$ cat src/design/drpk_pkg.sv
// Package for the DER RSA public key parser: parse phases, codes, result beat type.
`default_nettype none
package drpk_pkg;

	localparam int unsigned MAX_INT_BYTES = 512;

	localparam logic [7:0] TAG_SEQUENCE   = 8'h30;
	localparam logic [7:0] TAG_INTEGER    = 8'h02;
	localparam logic [7:0] TAG_BIT_STRING = 8'h03;
	localparam logic [7:0] LEN_LONG_FORM  = 8'h80;
	localparam logic [6:0] LEN_COUNT_MASK = 7'h7F;
	localparam logic [7:0] ZERO_BYTE      = 8'h00;
	localparam logic [2:0] MAX_LEN_BYTES  = 3'd4;
	localparam logic [9:0] COUNT_SAT      = 10'h3FF;

	typedef enum logic [4:0] {
		PH_OUTER_TAG  = 5'd0,
		PH_OUTER_LEN  = 5'd1,
		PH_OUTER_LENX = 5'd2,
		PH_PEEK       = 5'd3,
		PH_ALG_LEN    = 5'd4,
		PH_ALG_LENX   = 5'd5,
		PH_ALG_SKIP   = 5'd6,
		PH_BIT_TAG    = 5'd7,
		PH_BIT_LEN    = 5'd8,
		PH_BIT_LENX   = 5'd9,
		PH_UNUSED     = 5'd10,
		PH_INNER_TAG  = 5'd11,
		PH_INNER_LEN  = 5'd12,
		PH_INNER_LENX = 5'd13,
		PH_MOD_TAG    = 5'd14,
		PH_MOD_LEN    = 5'd15,
		PH_MOD_LENX   = 5'd16,
		PH_MOD_DATA   = 5'd17,
		PH_EXP_TAG    = 5'd18,
		PH_EXP_LEN    = 5'd19,
		PH_EXP_LENX   = 5'd20,
		PH_EXP_DATA   = 5'd21,
		PH_TRAIL      = 5'd22,
		PH_ERROR      = 5'd23
	} phase_t;

	typedef enum logic [2:0] {
		ST_OK    = 3'd0,
		ST_TAG   = 3'd1,
		ST_FORM  = 3'd2,
		ST_TRUNC = 3'd3,
		ST_BIG   = 3'd4
	} status_t;

	typedef enum logic [1:0] {
		KIND_MOD  = 2'd0,
		KIND_EXP  = 2'd1,
		KIND_DONE = 2'd2
	} kind_t;

	typedef struct packed {
		kind_t      kind;
		logic [7:0] data;
		status_t    status;
		logic [9:0] ksize;
		logic       last;
	} result_t;

endpackage
`default_nettype wire

$ cat src/design/der_rsa_public_key_parser_unit.sv
// Top level: streaming DER RSA public key parser with output result queue.
//
// Input channel: one key byte per beat (der_byte), end_of_key set on the
// final byte. Output channel: result beats with item_kind, data_byte,
// status, key_size_bytes and last. Modulus and exponent bytes are streamed
// most significant first with one leading zero stripped; the final input
// byte adds a done beat (last = 1) with status and the modulus size if OK.
//
// An accepted byte is held in the input register, is parsed and written to
// a four-entry result queue, from which its results are offered. One byte
// is taken per cycle as long as the queue holds at most two results, so the
// rate is one byte per cycle while the receiver takes a beat per cycle; a
// final byte that gives both a data and a done beat puts two results into
// the queue.
// When the receiver stalls the queue fills and in_ready drops; nothing is
// lost. Reset clears the parse state to expect a new key and empties the
// queue. After each done beat the parse state returns to its reset values.
`default_nettype none
module der_rsa_public_key_parser_unit
	import drpk_pkg::*;
(
	input  wire logic       clk,
	input  wire logic       arst_n,
	input  wire logic       in_valid,
	output logic            in_ready,
	input  wire logic [7:0] der_byte,
	input  wire logic       end_of_key,
	output logic            out_valid,
	input  wire logic       out_ready,
	output logic [1:0]      item_kind,
	output logic [7:0]      data_byte,
	output logic [2:0]      status,
	output logic [9:0]      key_size_bytes,
	output logic            last
);

	localparam int unsigned QDEPTH = 4;
	localparam int unsigned QAW    = $clog2(QDEPTH);
	localparam int unsigned QCW    = $clog2(QDEPTH + 1);

	// input register
	logic       v_s1;
	logic [7:0] byte_s1;
	logic       fin_s1;

	// parse state
	phase_t      phase_q;
	logic [31:0] len_acc_q;
	logic [2:0]  len_left_q;
	logic [31:0] remain_q;
	logic        first_q;
	logic [9:0]  mod_cnt_q;
	logic        seen_nz_q;
	status_t     err_q;

	// result queue
	result_t         queue_q [QDEPTH];
	logic [QAW-1:0]  wr_ptr_q;
	logic [QAW-1:0]  rd_ptr_q;
	logic [QCW-1:0]  cnt_q;

	logic adv;
	logic pop;

	phase_t      ph_n;
	logic [31:0] la_n;
	logic [2:0]  ll_n;
	logic [31:0] rm_n;
	logic        fi_n;
	logic [9:0]  mc_n;
	logic        sn_n;
	status_t     er_n;
	logic        r0_v;
	result_t     r0;
	logic        r1_v;
	result_t     r1;

	assign adv      = v_s1 && (cnt_q <= QCW'(QDEPTH - 2));
	assign in_ready = !v_s1 || adv;
	assign pop      = out_valid && out_ready;

	always_comb begin
		logic    lc;
		phase_t  base;
		logic [6:0]  nlen;
		logic [31:0] eff;
		logic        is_mod;
		logic        emit;
		logic        sn_t;
		status_t     st;
		ph_n   = phase_q;
		la_n   = len_acc_q;
		ll_n   = len_left_q;
		rm_n   = remain_q;
		fi_n   = first_q;
		mc_n   = mod_cnt_q;
		sn_n   = seen_nz_q;
		er_n   = err_q;
		lc     = 1'b0;
		base   = phase_q;
		nlen   = byte_s1[6:0] & LEN_COUNT_MASK;
		eff    = remain_q - {31'd0, byte_s1 == ZERO_BYTE};
		is_mod = (phase_q == PH_MOD_DATA);
		emit   = 1'b0;
		sn_t   = seen_nz_q;
		st     = ST_OK;
		r0_v   = 1'b0;
		r0     = '{kind: KIND_MOD, data: byte_s1, status: ST_OK, ksize: 10'd0, last: 1'b0};
		r1_v   = 1'b0;
		r1     = '{kind: KIND_DONE, data: 8'd0, status: ST_OK, ksize: 10'd0, last: 1'b1};

		case (phase_q)
			PH_OUTER_TAG, PH_INNER_TAG: begin
				if (byte_s1 == TAG_SEQUENCE)
					ph_n = (phase_q == PH_OUTER_TAG) ? PH_OUTER_LEN : PH_INNER_LEN;
				else begin
					er_n = ST_TAG;
					ph_n = PH_ERROR;
				end
			end
			PH_PEEK: begin
				if (byte_s1 == TAG_SEQUENCE) ph_n = PH_ALG_LEN;
				else if (byte_s1 == TAG_INTEGER) ph_n = PH_MOD_LEN;
				else begin
					er_n = ST_TAG;
					ph_n = PH_ERROR;
				end
			end
			PH_BIT_TAG: begin
				if (byte_s1 == TAG_BIT_STRING) ph_n = PH_BIT_LEN;
				else begin
					er_n = ST_TAG;
					ph_n = PH_ERROR;
				end
			end
			PH_MOD_TAG, PH_EXP_TAG: begin
				if (byte_s1 == TAG_INTEGER)
					ph_n = (phase_q == PH_MOD_TAG) ? PH_MOD_LEN : PH_EXP_LEN;
				else begin
					er_n = ST_TAG;
					ph_n = PH_ERROR;
				end
			end
			PH_OUTER_LEN, PH_ALG_LEN, PH_BIT_LEN, PH_INNER_LEN, PH_MOD_LEN,
			PH_EXP_LEN: begin
				if ((byte_s1 & LEN_LONG_FORM) == ZERO_BYTE) begin
					la_n = {24'd0, byte_s1};
					lc   = 1'b1;
				end else begin
					la_n = 32'd0;
					if (nlen > {4'd0, MAX_LEN_BYTES}) begin
						er_n = ST_FORM;
						ph_n = PH_ERROR;
					end else if (nlen == 7'd0) begin
						lc = 1'b1;
					end else begin
						ll_n = nlen[2:0];
						ph_n = phase_t'(phase_q + 5'd1);
					end
				end
			end
			PH_OUTER_LENX, PH_ALG_LENX, PH_BIT_LENX, PH_INNER_LENX, PH_MOD_LENX,
			PH_EXP_LENX: begin
				la_n = {len_acc_q[23:0], byte_s1};
				ll_n = len_left_q - 3'd1;
				base = phase_t'(phase_q - 5'd1);
				lc   = (ll_n == 3'd0);
			end
			PH_ALG_SKIP: begin
				rm_n = remain_q - 32'd1;
				if (rm_n == 32'd0) ph_n = PH_BIT_TAG;
			end
			PH_UNUSED: ph_n = PH_INNER_TAG;
			PH_MOD_DATA, PH_EXP_DATA: begin
				emit = 1'b1;
				if (first_q && eff > MAX_INT_BYTES) begin
					fi_n = 1'b0;
					er_n = ST_BIG;
					ph_n = PH_ERROR;
					emit = 1'b0;
				end else begin
					if (first_q) begin
						fi_n = 1'b0;
						if (byte_s1 == ZERO_BYTE) emit = 1'b0;
					end
					if (emit && is_mod) begin
						sn_t = seen_nz_q || (byte_s1 != ZERO_BYTE);
						sn_n = sn_t;
						if (sn_t && mod_cnt_q != COUNT_SAT) mc_n = mod_cnt_q + 10'd1;
					end
					r0_v    = emit;
					r0.kind = is_mod ? KIND_MOD : KIND_EXP;
					rm_n    = remain_q - 32'd1;
					if (rm_n == 32'd0) ph_n = is_mod ? PH_EXP_TAG : PH_TRAIL;
				end
			end
			default: ;
		endcase

		if (lc) begin
			case (base)
				PH_OUTER_LEN: ph_n = PH_PEEK;
				PH_ALG_LEN: begin
					if (la_n == 32'd0) ph_n = PH_BIT_TAG;
					else begin
						rm_n = la_n;
						ph_n = PH_ALG_SKIP;
					end
				end
				PH_BIT_LEN:   ph_n = PH_UNUSED;
				PH_INNER_LEN: ph_n = PH_MOD_TAG;
				PH_MOD_LEN: begin
					if (la_n == 32'd0) ph_n = PH_EXP_TAG;
					else begin
						rm_n = la_n;
						fi_n = 1'b1;
						ph_n = PH_MOD_DATA;
					end
				end
				default: begin
					if (la_n == 32'd0) ph_n = PH_TRAIL;
					else begin
						rm_n = la_n;
						fi_n = 1'b1;
						ph_n = PH_EXP_DATA;
					end
				end
			endcase
		end

		if (fin_s1) begin
			if (er_n != ST_OK) st = er_n;
			else if (ph_n == PH_TRAIL) st = ST_OK;
			else st = ST_TRUNC;
			r1_v     = 1'b1;
			r1.status = st;
			r1.ksize  = (st == ST_OK) ? mc_n : 10'd0;
			ph_n = PH_OUTER_TAG;
			la_n = 32'd0;
			ll_n = 3'd0;
			rm_n = 32'd0;
			fi_n = 1'b1;
			mc_n = 10'd0;
			sn_n = 1'b0;
			er_n = ST_OK;
		end
	end

	always_ff @(posedge clk or negedge arst_n) begin
		if (!arst_n) begin
			v_s1 <= 1'b0;
		end else if (in_ready) begin
			v_s1 <= in_valid;
		end
	end

	always_ff @(posedge clk) begin
		if (in_valid && in_ready) begin
			byte_s1 <= der_byte;
			fin_s1  <= end_of_key;
		end
	end

	always_ff @(posedge clk or negedge arst_n) begin
		if (!arst_n) begin
			phase_q    <= PH_OUTER_TAG;
			len_acc_q  <= 32'd0;
			len_left_q <= 3'd0;
			remain_q   <= 32'd0;
			first_q    <= 1'b1;
			mod_cnt_q  <= 10'd0;
			seen_nz_q  <= 1'b0;
			err_q      <= ST_OK;
		end else if (adv) begin
			phase_q    <= ph_n;
			len_acc_q  <= la_n;
			len_left_q <= ll_n;
			remain_q   <= rm_n;
			first_q    <= fi_n;
			mod_cnt_q  <= mc_n;
			seen_nz_q  <= sn_n;
			err_q      <= er_n;
		end
	end

	logic [1:0] push_n;
	assign push_n = adv ? ({1'b0, r0_v} + {1'b0, r1_v}) : 2'd0;

	always_ff @(posedge clk or negedge arst_n) begin
		if (!arst_n) begin
			wr_ptr_q <= '0;
			rd_ptr_q <= '0;
			cnt_q    <= '0;
		end else begin
			wr_ptr_q <= wr_ptr_q + QAW'(push_n);
			if (pop) rd_ptr_q <= rd_ptr_q + QAW'(1);
			cnt_q <= cnt_q + QCW'(push_n) - QCW'(pop);
		end
	end

	// the data beat goes ahead of the done beat
	always_ff @(posedge clk) begin
		if (adv) begin
			if (r0_v) begin
				queue_q[wr_ptr_q] <= r0;
				if (r1_v) queue_q[wr_ptr_q + QAW'(1)] <= r1;
			end else if (r1_v) begin
				queue_q[wr_ptr_q] <= r1;
			end
		end
	end

	assign out_valid      = (cnt_q != '0);
	assign item_kind      = queue_q[rd_ptr_q].kind;
	assign data_byte      = queue_q[rd_ptr_q].data;
	assign status         = queue_q[rd_ptr_q].status;
	assign key_size_bytes = queue_q[rd_ptr_q].ksize;
	assign last           = queue_q[rd_ptr_q].last;

	a_queue_bound: assert property (@(posedge clk) disable iff (!arst_n)
		cnt_q <= QCW'(QDEPTH))
		else $error("result queue overflow");

	a_last_is_done: assert property (@(posedge clk) disable iff (!arst_n)
		(out_valid && last) |-> (item_kind == KIND_DONE))
		else $error("last set on a data beat");

	a_data_clean: assert property (@(posedge clk) disable iff (!arst_n)
		(out_valid && item_kind != KIND_DONE)
		|-> (status == ST_OK && key_size_bytes == 10'd0))
		else $error("data beat carries status or size");

	a_fin_resets: assert property (@(posedge clk) disable iff (!arst_n)
		(adv && fin_s1) |=> (phase_q == PH_OUTER_TAG && err_q == ST_OK && mod_cnt_q == 10'd0))
		else $error("parse state not cleared after final byte");

	a_no_push_full: assert property (@(posedge clk) disable iff (!arst_n)
		adv |-> (cnt_q <= QCW'(QDEPTH - 2)))
		else $error("byte parsed without queue room");

endmodule
`default_nettype wire

$ cat config.mk
export PLATFORM = sky130hd
export DESIGN_NAME = der_rsa_public_key_parser_unit
export DESIGN_NICKNAME = d
export VERILOG_FILES = /design/src/design/drpk_pkg.sv /design/src/design/der_rsa_public_key_parser_unit.sv
export SDC_FILE = /design/constraint.sdc
export NUM_CORES = 1
export LEC_CHECK = 0
export BUFFER_PORTS_ARGS = -buffer_cell sky130_fd_sc_hd__clkbuf_2
export CORE_MARGIN = 5
export CORE_UTILIZATION = 45
export CTS_BUF_LIST = sky130_fd_sc_hd__clkbuf_16
export DETAILED_ROUTE_END_ITERATION = 7
export MAX_ROUTING_LAYER = met4
export SYNTH_ARGS = -nofsm -noshare
export SYNTH_HDL_FRONTEND = slang
export SYNTH_SLANG_ARGS = --single-unit
$ cat constraint.sdc
create_clock -name clk -period 5.3 [get_ports clk]
set_clock_uncertainty 0.05 [all_clocks]
set_input_delay 1.06 -clock clk [delete_from_list [all_inputs] [get_ports clk]]
set_output_delay 1.06 -clock clk [all_outputs]
set_load 0.03 [all_outputs]
==> impl_metrics.py, run 1 <==
metrics = {
    "run_status": {
        "status": "finished, final reports clean",
    },
    "clocking": {
        "clock_sinks": 196,
        "holdBufCountCts": 0,
        "htree_levels": 4,
        "ctsRootBufferMaster": "clkbuf_16",
        "cts_tree": "built",
        "cts.path.max_buffers": 2,
        "cts_buffers": 17,
        "insertion_delay_ps": 450,
        "clk_pin_slew_ps": 90,
    },
    "drt": {
        "wl_per_cell_um": 21.1,
        "routed_wl_mm": 34.4,
        "drc_errors": 0,
        "vias": 9915,
        "via_per_inst": 6.09,
        "drt_iter0_drc": 924,
        "firstDrtPassIters": 5,
        "antenna_left": 0,
    },
    "cells_and_area": {
        "antennaDiodeCount": 0,
        "drive_above_1_share": 0.151,
        "nFillCells": 2435,
        "register_area_um2": 5010,
        "final_common_cell": "nor2_1",
        "postLayoutCoreUtil": 0.506,
        "areaGrowthSynthToFinish_pct": 11.2,
        "multi_input_area_um2": 6430,
        "layout_common_cells": "148 x nor2_1, 106 x nand2_1, 94 x dfrtp_1",
        "final_nets": 1311,
    },
    "die": {
        "die_h_um": 172,
        "die_area_um2": 29600,
        "core_um2": 26000,
        "io_pins": 39,
        "die_x_um": 172,
        "initial_utilization": 0.455,
        "row_count": 59,
    },
    "pwr": {
        "power.leakage_nw": 5.03,
        "cellPowerDensity_nw_per_um2": 733,
        "swShare": 0.505,
        "seqPwrFrac": 0.264,
        "p_sw_w": 0.00487,
        "p_clk_frac": 0.138,
        "combPwrFrac": 0.598,
        "irDropWorstVdd_mv": 0.350,
        "p_int_w": 0.00477,
    },
    "worst_setup_path": {
        "crit_type": "reg -> reg",
        "crit_path_start_kind": "register",
        "critPathCaptureType": "register",
        "critPathMostFrequentCell": "ha_1",
        "cp.arrival_ps": 5280,
        "slowest_stage": "or4_1",
        "worstPathRequired_ps": 5590,
        "crit_buf_inv": 4,
        "cpPeakStageDelay_ps": 600,
        "crit_family": "simple AND/OR/NAND/NOR gates",
        "r2r_slack_ps": 310,
        "crit_path_cell_trace": "or4_1 -> nor3_1 -> buf_4 -> ha_1 -> ha_1 -> nor3b_4 -> nand3_1 -> o41ai_1 -> o311a_1 -> and4_1 -> a31oi_1 -> nor2_1 -> inv_1 -> ha_1 -> nand2b_1 -> ha_1 -> inv_1 -> ha_1 -> inv_1 -> fa_1 -> xor2_1 -> xnor2_1",
        "worstPathMaxFanout": 3,
    },
    "synth": {
        "synth_enable_flop_cells": 61,
        "ys_dominant_reg_cell": "dfrtp_1",
        "synth_cell_types": 85,
        "ys_seq_area_frac": 0.424,
        "synth-seq-cells": 196,
        "synth_fp_nets": 1288,
        "synth_area_um2": 11800,
        "syn_area_per_cell_um2": 9.41,
        "async_reset_ff_frac": 0.485,
        "synthCells": 1256,
        "ys_warn_count": 0,
    },
    "timing": {
        "relSlewSlack": 0.252,
        "tns_ps": 0,
        "hold_viol": 0,
        "period_share": 0.941,
        "finalSetupViolations": 0,
        "tightest_slew_ps": 1120,
        "fmax_mhz": 200,
        "rsz0062_at_grt": "no",
        "slew_violations": 0,
        "min_period_ps": 4990,
    },
    "global_routing": {
        "first_global_vias": 9734,
        "antenna_found_initial": 0,
        "grt_pass1_wl_mm": 55.0,
        "grt_use_total": 0.244,
        "overflow": 0,
        "grt_max_degree": 54,
    },
    "place": {
        "port_buffers": 38,
        "hpwl_mm": 24.3,
        "gp_congestion": 0.952,
    },
    "flow_run": {
        "drv_cap": 0,
    },
    "hold_path": {
        "hp-class": "reg -> reg",
    },
}
## per-layer routing
metal | vias up | routed length (µm) | GRT usage
li1 | 4745 | - | -
met1 | 4795 | 15200 | 0.321
met2 | 322 | 16400 | 0.394
met3 | 53 | 2070 | 0.0380
met4 | 0 | 684 | 0.0680
met5 | - | 0 | -
## final cells by class
cell class / instances / area share
Clock inverter: 15 / 0.0127
Multi-Input combinational cell: 950 / 0.489
Inverter: 22 / 0.00628
Timing Repair Buffer: 92 / 0.0465
Sequential cell: 196 / 0.381
Clock buffer: 17 / 0.0324
Tap cell: 335 / 0.0319
## cell usage after synthesis, drive strengths merged, types with 10 or more instances
library cell | count | area share
nor2 | 151 | 0.049
nand2 | 107 | 0.034
o21ai | 104 | 0.044
dfrtp | 94 | 0.20
clkbuf | 72 | 0.023
edfxtp | 61 | 0.16
mux2i | 51 | 0.043
dfxtp | 40 | 0.068
a21oi | 37 | 0.016
nand3 | 37 | 0.017
a22oi | 35 | 0.022
a22o | 33 | 0.024
nor4 | 33 | 0.020
nor3 | 29 | 0.014
mux4 | 23 | 0.044
and2 | 22 | 0.012
inv | 22 | 0.0070
nand4 | 21 | 0.011
xnor2 | 20 | 0.015
ha | 18 | 0.019
nand2b | 17 | 0.0090
xor2 | 17 | 0.013
buf | 16 | 0.0067
or3 | 13 | 0.0069
a31oi | 12 | 0.0064
and3 | 11 | 0.0058
or2 | 11 | 0.0058
o311ai | 10 | 0.0074
## worst register-to-register path, delay by kind of cell, from the launching register on
| kind | cells | cell delay [ps] |
|---|---|---|
| XOR/XNOR | 2 | 280 |
| AND/OR/NAND/NOR | 7 | 1770 |
| adder cells (fa/ha/maj) | 6 | 1400 |
| flip-flops | 1 | 380 |
| AO/OA/AOI/OAI | 3 | 650 |
| buffers and inverters | 4 | 350 |
## kinds of logic after synthesis
logic type,count (synthesis),synth area share
buffers and inverters,110,0.0366
DFF,196,0.424
and+or+nand+nor,496,0.213
adders and majority gates,19,0.0208
AOI/OAI and AO/OA,320,0.187
muxes,78,0.0909
xor gates and xnor gates,37,0.0274
## power by group through the flow
stage	sequential, W	combinational (W)	clock [W]
after floorplan	0.00227	0.00434	0
after global placement	0.00255	0.00568	0
after detailed placement	0.00256	0.00570	0
after CTS	0.00253	0.00572	0.00135
after global routing	0.00262	0.00628	0.00141
final	0.00255	0.00577	0.00133
## path summary, 6_finish.rpt
check | endpoint | cells after the start | from
max in group asynchronous | mod_cnt_q[2] | 2 | arst_n
worst max register to register | cnt_q[2] | 22 | byte_s1[0]
worst max-delay path | cnt_q[2] | 22 | byte_s1[0]
min in group asynchronous | len_left_q[0] | 1 | arst_n
worst min register to register | queue_q[1][0] | 2 | queue_q[1][0]
worst min-delay path | queue_q[1][0] | 2 | queue_q[1][0]
## per-stage QoR
step	total power [W]	instances	cell area (µm²)	setup WS (ps)	hold WS [ps]
after CTS	0.00961	1627	13100	102	413
after global routing	0.0103	1627	13100	8.26	442
after global placement	0.00823	1595	12500	355	396
after floorplan	0.00661	1256	11800	315	386
final	0.00964	1627	13100	311	413
after detailed placement	0.00826	1595	12500	111	401
## state kept, by name, indices dropped and copies added (netlist names), 2 cells and up
register / cells
rd_ptr_q: 2
len_left_q: 3
byte_s1: 8
err_q: 3
wr_ptr_q: 2
queue_q: 92
remain_q: 32
len_acc_q: 32
mod_cnt_q: 10
phase_q: 5
cnt_q: 3
## repair_timing
item                                    in CTS  in global routing
endpoints found under the setup margin       0                 53
buffers inserted                             0                  0
gates resized for setup                      0                  4
endpoints found under the hold margin        0                  0
No activity file was read; power rests on OpenSTA's default activity.
==> inputs of run 2 (changes only) <==
Settings changed: BUFFER_PORTS_ARGS -buffer_cell sky130_fd_sc_hd__clkbuf_2 to default, DONT_BUFFER_PORTS from default to 1, GPL_TIMING_DRIVEN from default to 0.
==> impl_metrics.py, run 2 (synthesized netlist as in run 1, its figures left out) <==
metrics = {
    "global_routing": {
        "grt_max_degree": 96,
        "grt_use_total": 0.264,
        "first_global_vias": 10000,
        "overflow": 0,
        "grt_pass1_wl_mm": 59.0,
        "antenna_found_initial": 2,
    },
    "cells_and_area": {
        "final_nets": 1316,
        "areaGrowthSynthToFinish_pct": 10.9,
        "final_common_cell": "nor2_1",
        "layout_common_cells": "146 x nor2_1, 106 x nand2_1, 94 x dfrtp_1",
        "finalInstanceArea_um2": 13100,
        "nFillCells": 2429,
        "largest_reg_flops": 92,
        "drive_above_1_share": 0.112,
        "top_regs": "queue_q: 92 flops, len_acc_q: 32 flops, remain_q: 32 flops",
        "top_register": "queue_q",
    },
    "clocking": {
        "cts.path.max_buffers": 2,
        "htree_levels": 4,
        "ctsRootBufferMaster": "clkbuf_16",
        "insertion_delay_ps": 440,
        "clk_pin_slew_ps": 80,
        "clock_sinks": 196,
        "cts_tree": "built",
        "cts_buffers": 17,
    },
    "worst_setup_path": {
        "worstPathMaxFanout": 10,
        "crit_path_start_kind": "register",
        "crit_type": "reg -> reg",
        "cp.arrival_ps": 5380,
        "critPathCaptureType": "register",
        "worstPathRequired_ps": 5550,
    },
    "drt": {
        "antenna_left": 0,
        "drt_iter0_drc": 1032,
        "via_per_inst": 6.37,
        "drc_errors": 0,
        "firstDrtPassIters": 6,
        "vias": 10400,
        "wl_per_cell_um": 22.9,
        "routed_wl_mm": 37.3,
    },
    "place": {
        "hpwl_mm": 26.3,
        "port_buffers": 0,
        "dpl_cell_area_um2": 12200,
        "gp_congestion": 1.00,
        "post-place-ws_ps": -1460,
    },
    "die": {
        "initial_utilization": 0.455,
        "die_area_um2": 29600,
        "core_um2": 26000,
        "die_h_um": 172,
        "row_count": 59,
        "die_x_um": 172,
        "io_pins": 39,
    },
    "timing": {
        "finalSetupViolations": 0,
        "holdWs_ps": 257,
        "hold_viol": 0,
        "tightest_slew_ps": 1190,
        "layout_setup_ws_ps": 170,
        "relSlewSlack": 0.198,
        "fmax_mhz": 195,
        "slew_violations": 0,
        "period_share": 0.968,
        "min_period_ps": 5130,
    },
    "pwr": {
        "cellPowerDensity_nw_per_um2": 749,
        "irDropWorstVdd_mv": 0.630,
        "fin_total_pwr_w": 0.00981,
        "power.leakage_nw": 4.85,
    },
    "hold_path": {
        "hp-class": "in -> async",
    },
    "flow_run": {
        "drv_cap": 0,
    },
    "run_status": {
        "status": "finished, final reports clean",
    },
}
-- run 2: critical path, cell delays in order, from the launching register on --
cell and delay [ps]:
edfxtp_1 480, or4_4 610, nor3_4 330, ha_4 210, ha_4 140, nor3b_4 250, nand3_2 140, o41ai_2 320
o311a_1 310, and4_4 290, a31oi_4 110, nor2_4 150, ha_1 220, nand2_4 130, o21ai_2 180, nor2b_4 230
nand2_1 70, or2_2 340, nand3b_4 260, nor2_2 180
-- run 2: layout make-up --
cell class,instances,area (µm²),share of cell area
multi-input combinational,950,6550,0.500
sequential,196,5010,0.382
clock buffer,17,425,0.0325
tap,335,419,0.0320
buffer,86,345,0.0264
clock inverter,15,184,0.0140
timing repair buffer,11,82.6,0.00630
inverter,22,82.6,0.00630
antenna,1,2.50,0.000191
-- run 2: per-layer routing --
| layer | wire length [µm] | vias up | GRT usage |
|---|---|---|---|
| li1 | - | 4758 | - |
| met1 | 15700 | 5094 | 0.345 |
| met2 | 17800 | 470 | 0.426 |
| met3 | 2740 | 81 | 0.0444 |
| met4 | 1050 | 0 | 0.0783 |
| met5 | 0 | - | - |
-- run 2: final timing paths --
kind                       depth (start not counted)  slack [ps]             to          start
max                                               19         170  queue_q[1][6]     byte_s1[2]
min                                                0         260  len_acc_q[15]         arst_n
max reg2reg                                       19         170  queue_q[1][6]     byte_s1[2]
min reg2reg                                        2         410  queue_q[2][0]  queue_q[2][0]
max in group asynchronous                          0        4690        first_q         arst_n
min in group clk                                   2         410  queue_q[2][0]  queue_q[2][0]
-- run 2: timing repair --
item                                    4_1_cts  5_1_grt
hold buffers                                  0        0
endpoints found under the setup margin      185      113
gates resized for setup                      17       21
pin swaps                                     0        8
setup buffers                                 4        7
-- run 2: power breakdown --
part	total (W)	leakage, nW	switching [W]	internal (W)
Sequential	0.00240	2.16	0.000399	0.00200
Clock	0.00132	0.293	0.000681	0.000642
Combinational	0.00609	2.39	0.00405	0.00204
-- run 2: metrics by stage --
step	setup TNS, ps	util	std cells
global route	-80.2	0.504	1633
detailed placement	-120180	0.471	1591
global placement	-127100	0.471	1591
floorplan	0	-	1256
CTS	0	0.499	1625
finish	0	0.504	1633
==> inputs of run 3 (changes only) <==
==> constraint.sdc (replaced) <==
create_clock -name clk -period 5.3 [get_ports clk]
set_clock_uncertainty 0.05 [all_clocks]
set_input_delay 0.53 -clock clk [delete_from_list [all_inputs] [get_ports clk]]
set_output_delay 0.53 -clock clk [all_outputs]
set_load 0.03 [all_outputs]
==> impl_metrics.py, run 3 (synthesized netlist as in run 1, its figures left out) <==
metrics = {
    "die": {
        "io_pins": 39,
        "die_area_um2": 29600,
        "row_count": 59,
        "initial_utilization": 0.455,
        "die_x_um": 172,
        "die_h_um": 172,
        "core_um2": 26000,
    },
    "drt": {
        "firstDrtPassIters": 6,
        "drt_iter0_drc": 1018,
        "drc_errors": 0,
        "wl_per_cell_um": 22.9,
        "antenna_left": 0,
        "via_per_inst": 6.37,
        "vias": 10400,
        "routed_wl_mm": 37.4,
    },
    "place": {
        "port_buffers": 0,
        "hpwl_mm": 26.3,
        "gp_congestion": 1.00,
        "post-place-ws_ps": -1460,
    },
    "cells_and_area": {
        "top_regs": "queue_q: 92 flops, len_acc_q: 32 flops, remain_q: 32 flops",
        "layout_common_cells": "146 x nor2_1, 106 x nand2_1, 94 x dfrtp_1",
        "final_nets": 1318,
        "drive_above_1_share": 0.112,
        "top_register": "queue_q",
        "largest_reg_flops": 92,
        "areaGrowthSynthToFinish_pct": 11.2,
        "final_common_cell": "nor2_1",
    },
    "worst_setup_path": {
        "r2r_cells": 19,
        "cpPeakStageDelay_ps": 610,
        "worstPathRequired_ps": 5550,
        "crit_path_start_kind": "register",
        "crit_buf_inv": 0,
        "critPathMostFrequentCell": "ha_4",
        "crit_path_cell_trace": "or4_4 -> nor3_4 -> ha_4 -> ha_4 -> nor3b_4 -> nand3_2 -> o41ai_2 -> o311a_1 -> and4_4 -> a31oi_4 -> nor2_4 -> ha_1 -> nand2_4 -> o21ai_2 -> nor2b_4 -> nand2_1 -> or2_2 -> nand3b_4 -> nor2_1",
        "crit_family": "simple AND/OR/NAND/NOR gates",
        "crit_type": "reg -> reg",
        "worstPathMaxFanout": 10,
        "cp.arrival_ps": 5350,
        "cp.depth": 19,
        "critPathCaptureType": "register",
        "slowest_stage": "or4_4",
    },
    "global_routing": {
        "grt_max_degree": 96,
        "grt_pass1_wl_mm": 59.0,
        "grt_use_total": 0.264,
        "antenna_found_initial": 2,
        "first_global_vias": 9976,
        "overflow": 0,
    },
    "run_status": {
        "status": "finished, final reports clean",
    },
    "pwr": {
        "cellPowerDensity_nw_per_um2": 748,
        "power.leakage_nw": 4.87,
        "irDropWorstVdd_mv": 0.634,
    },
    "clocking": {
        "clk_pin_slew_ps": 80,
        "insertion_delay_ps": 440,
        "clock_sinks": 196,
        "ctsRootBufferMaster": "clkbuf_16",
        "cts_tree": "built",
        "cts_buffers": 17,
        "cts.path.max_buffers": 2,
        "htree_levels": 4,
    },
    "flow_run": {
        "drv_cap": 0,
    },
    "timing": {
        "min_period_ps": 5110,
        "fmax_mhz": 196,
        "finalSetupViolations": 0,
        "layout_setup_ws_ps": 193,
        "tightest_slew_ps": 1170,
        "slew_violations": 0,
        "hold_viol": 0,
        "period_share": 0.963,
        "relSlewSlack": 0.214,
        "holdWs_ps": 127,
    },
    "hold_path": {
        "hp-class": "in -> reg",
        "min_path_cells": 0,
    },
}
[run 3: changes by cell type in the layout (fill, tap and decap cells not counted), sizes merged]
| cell | change |
|---|---|
| buf | +1 |
| dlygate4sd3 | +1 |
[run 3: what timing repair did]
item                                    4_1_cts  5_1_grt
hold buffers                                  2        0
setup buffers                                 4        7
pin swaps                                     0        8
resized for setup                            17       21
endpoints found under the setup margin      185      113
endpoints found under the hold margin        95        0
[run 3: stage by stage]
| step | power, W | std cells | util | setup TNS [ps] | area [µm²] |
|---|---|---|---|---|---|
| floorplan | 0.00661 | 1256 | - | 0 | 11800 |
| global placement | 0.00815 | 1591 | 0.471 | -127100 | 12200 |
| detailed placement | 0.00818 | 1591 | 0.471 | -120180 | 12200 |
| CTS | 0.00960 | 1627 | 0.500 | 0 | 13000 |
| global route | 0.0105 | 1635 | 0.506 | -80.4 | 13100 |
| finish | 0.00984 | 1635 | 0.506 | 0 | 13100 |
[run 3: per-layer routing]
layer	track usage	vias to the layer above	wire length (µm)
met3	0.0466	69	2800
met5	-	-	0
li1	-	4763	-
met1	0.345	5112	15800
met2	0.425	464	17900
met4	0.0779	0	956
[run 3: path summary, 6_finish.rpt]
path                                     from             to  slack (ps)
worst max-delay path               byte_s1[2]  queue_q[1][1]         190
worst min-delay path              der_byte[0]     byte_s1[0]         130
worst max register to register     byte_s1[2]  queue_q[1][1]         190
worst min register to register  queue_q[2][0]  queue_q[2][0]         410
max in group asynchronous              arst_n        first_q        4160
min in group asynchronous              arst_n  len_acc_q[17]         640
[run 3: power by group]
part / switching [W] / leakage (nW) / internal [W]
registers: 0.000397 / 2.16 / 0.00200
clock network: 0.000684 / 0.293 / 0.000642
logic: 0.00407 / 2.41 / 0.00205
[run 3: cell type report]
class	instances	area (µm²)
Inverter	22	82.6
Fill cell	2432	12800
Timing Repair Buffer	13	120
Tap cell	335	419
Antenna cell	1	2.50
Clock buffer	17	425
Buffer	86	345
Multi-Input combinational cell	950	6550
Sequential cell	196	5010
Clock inverter	15	184
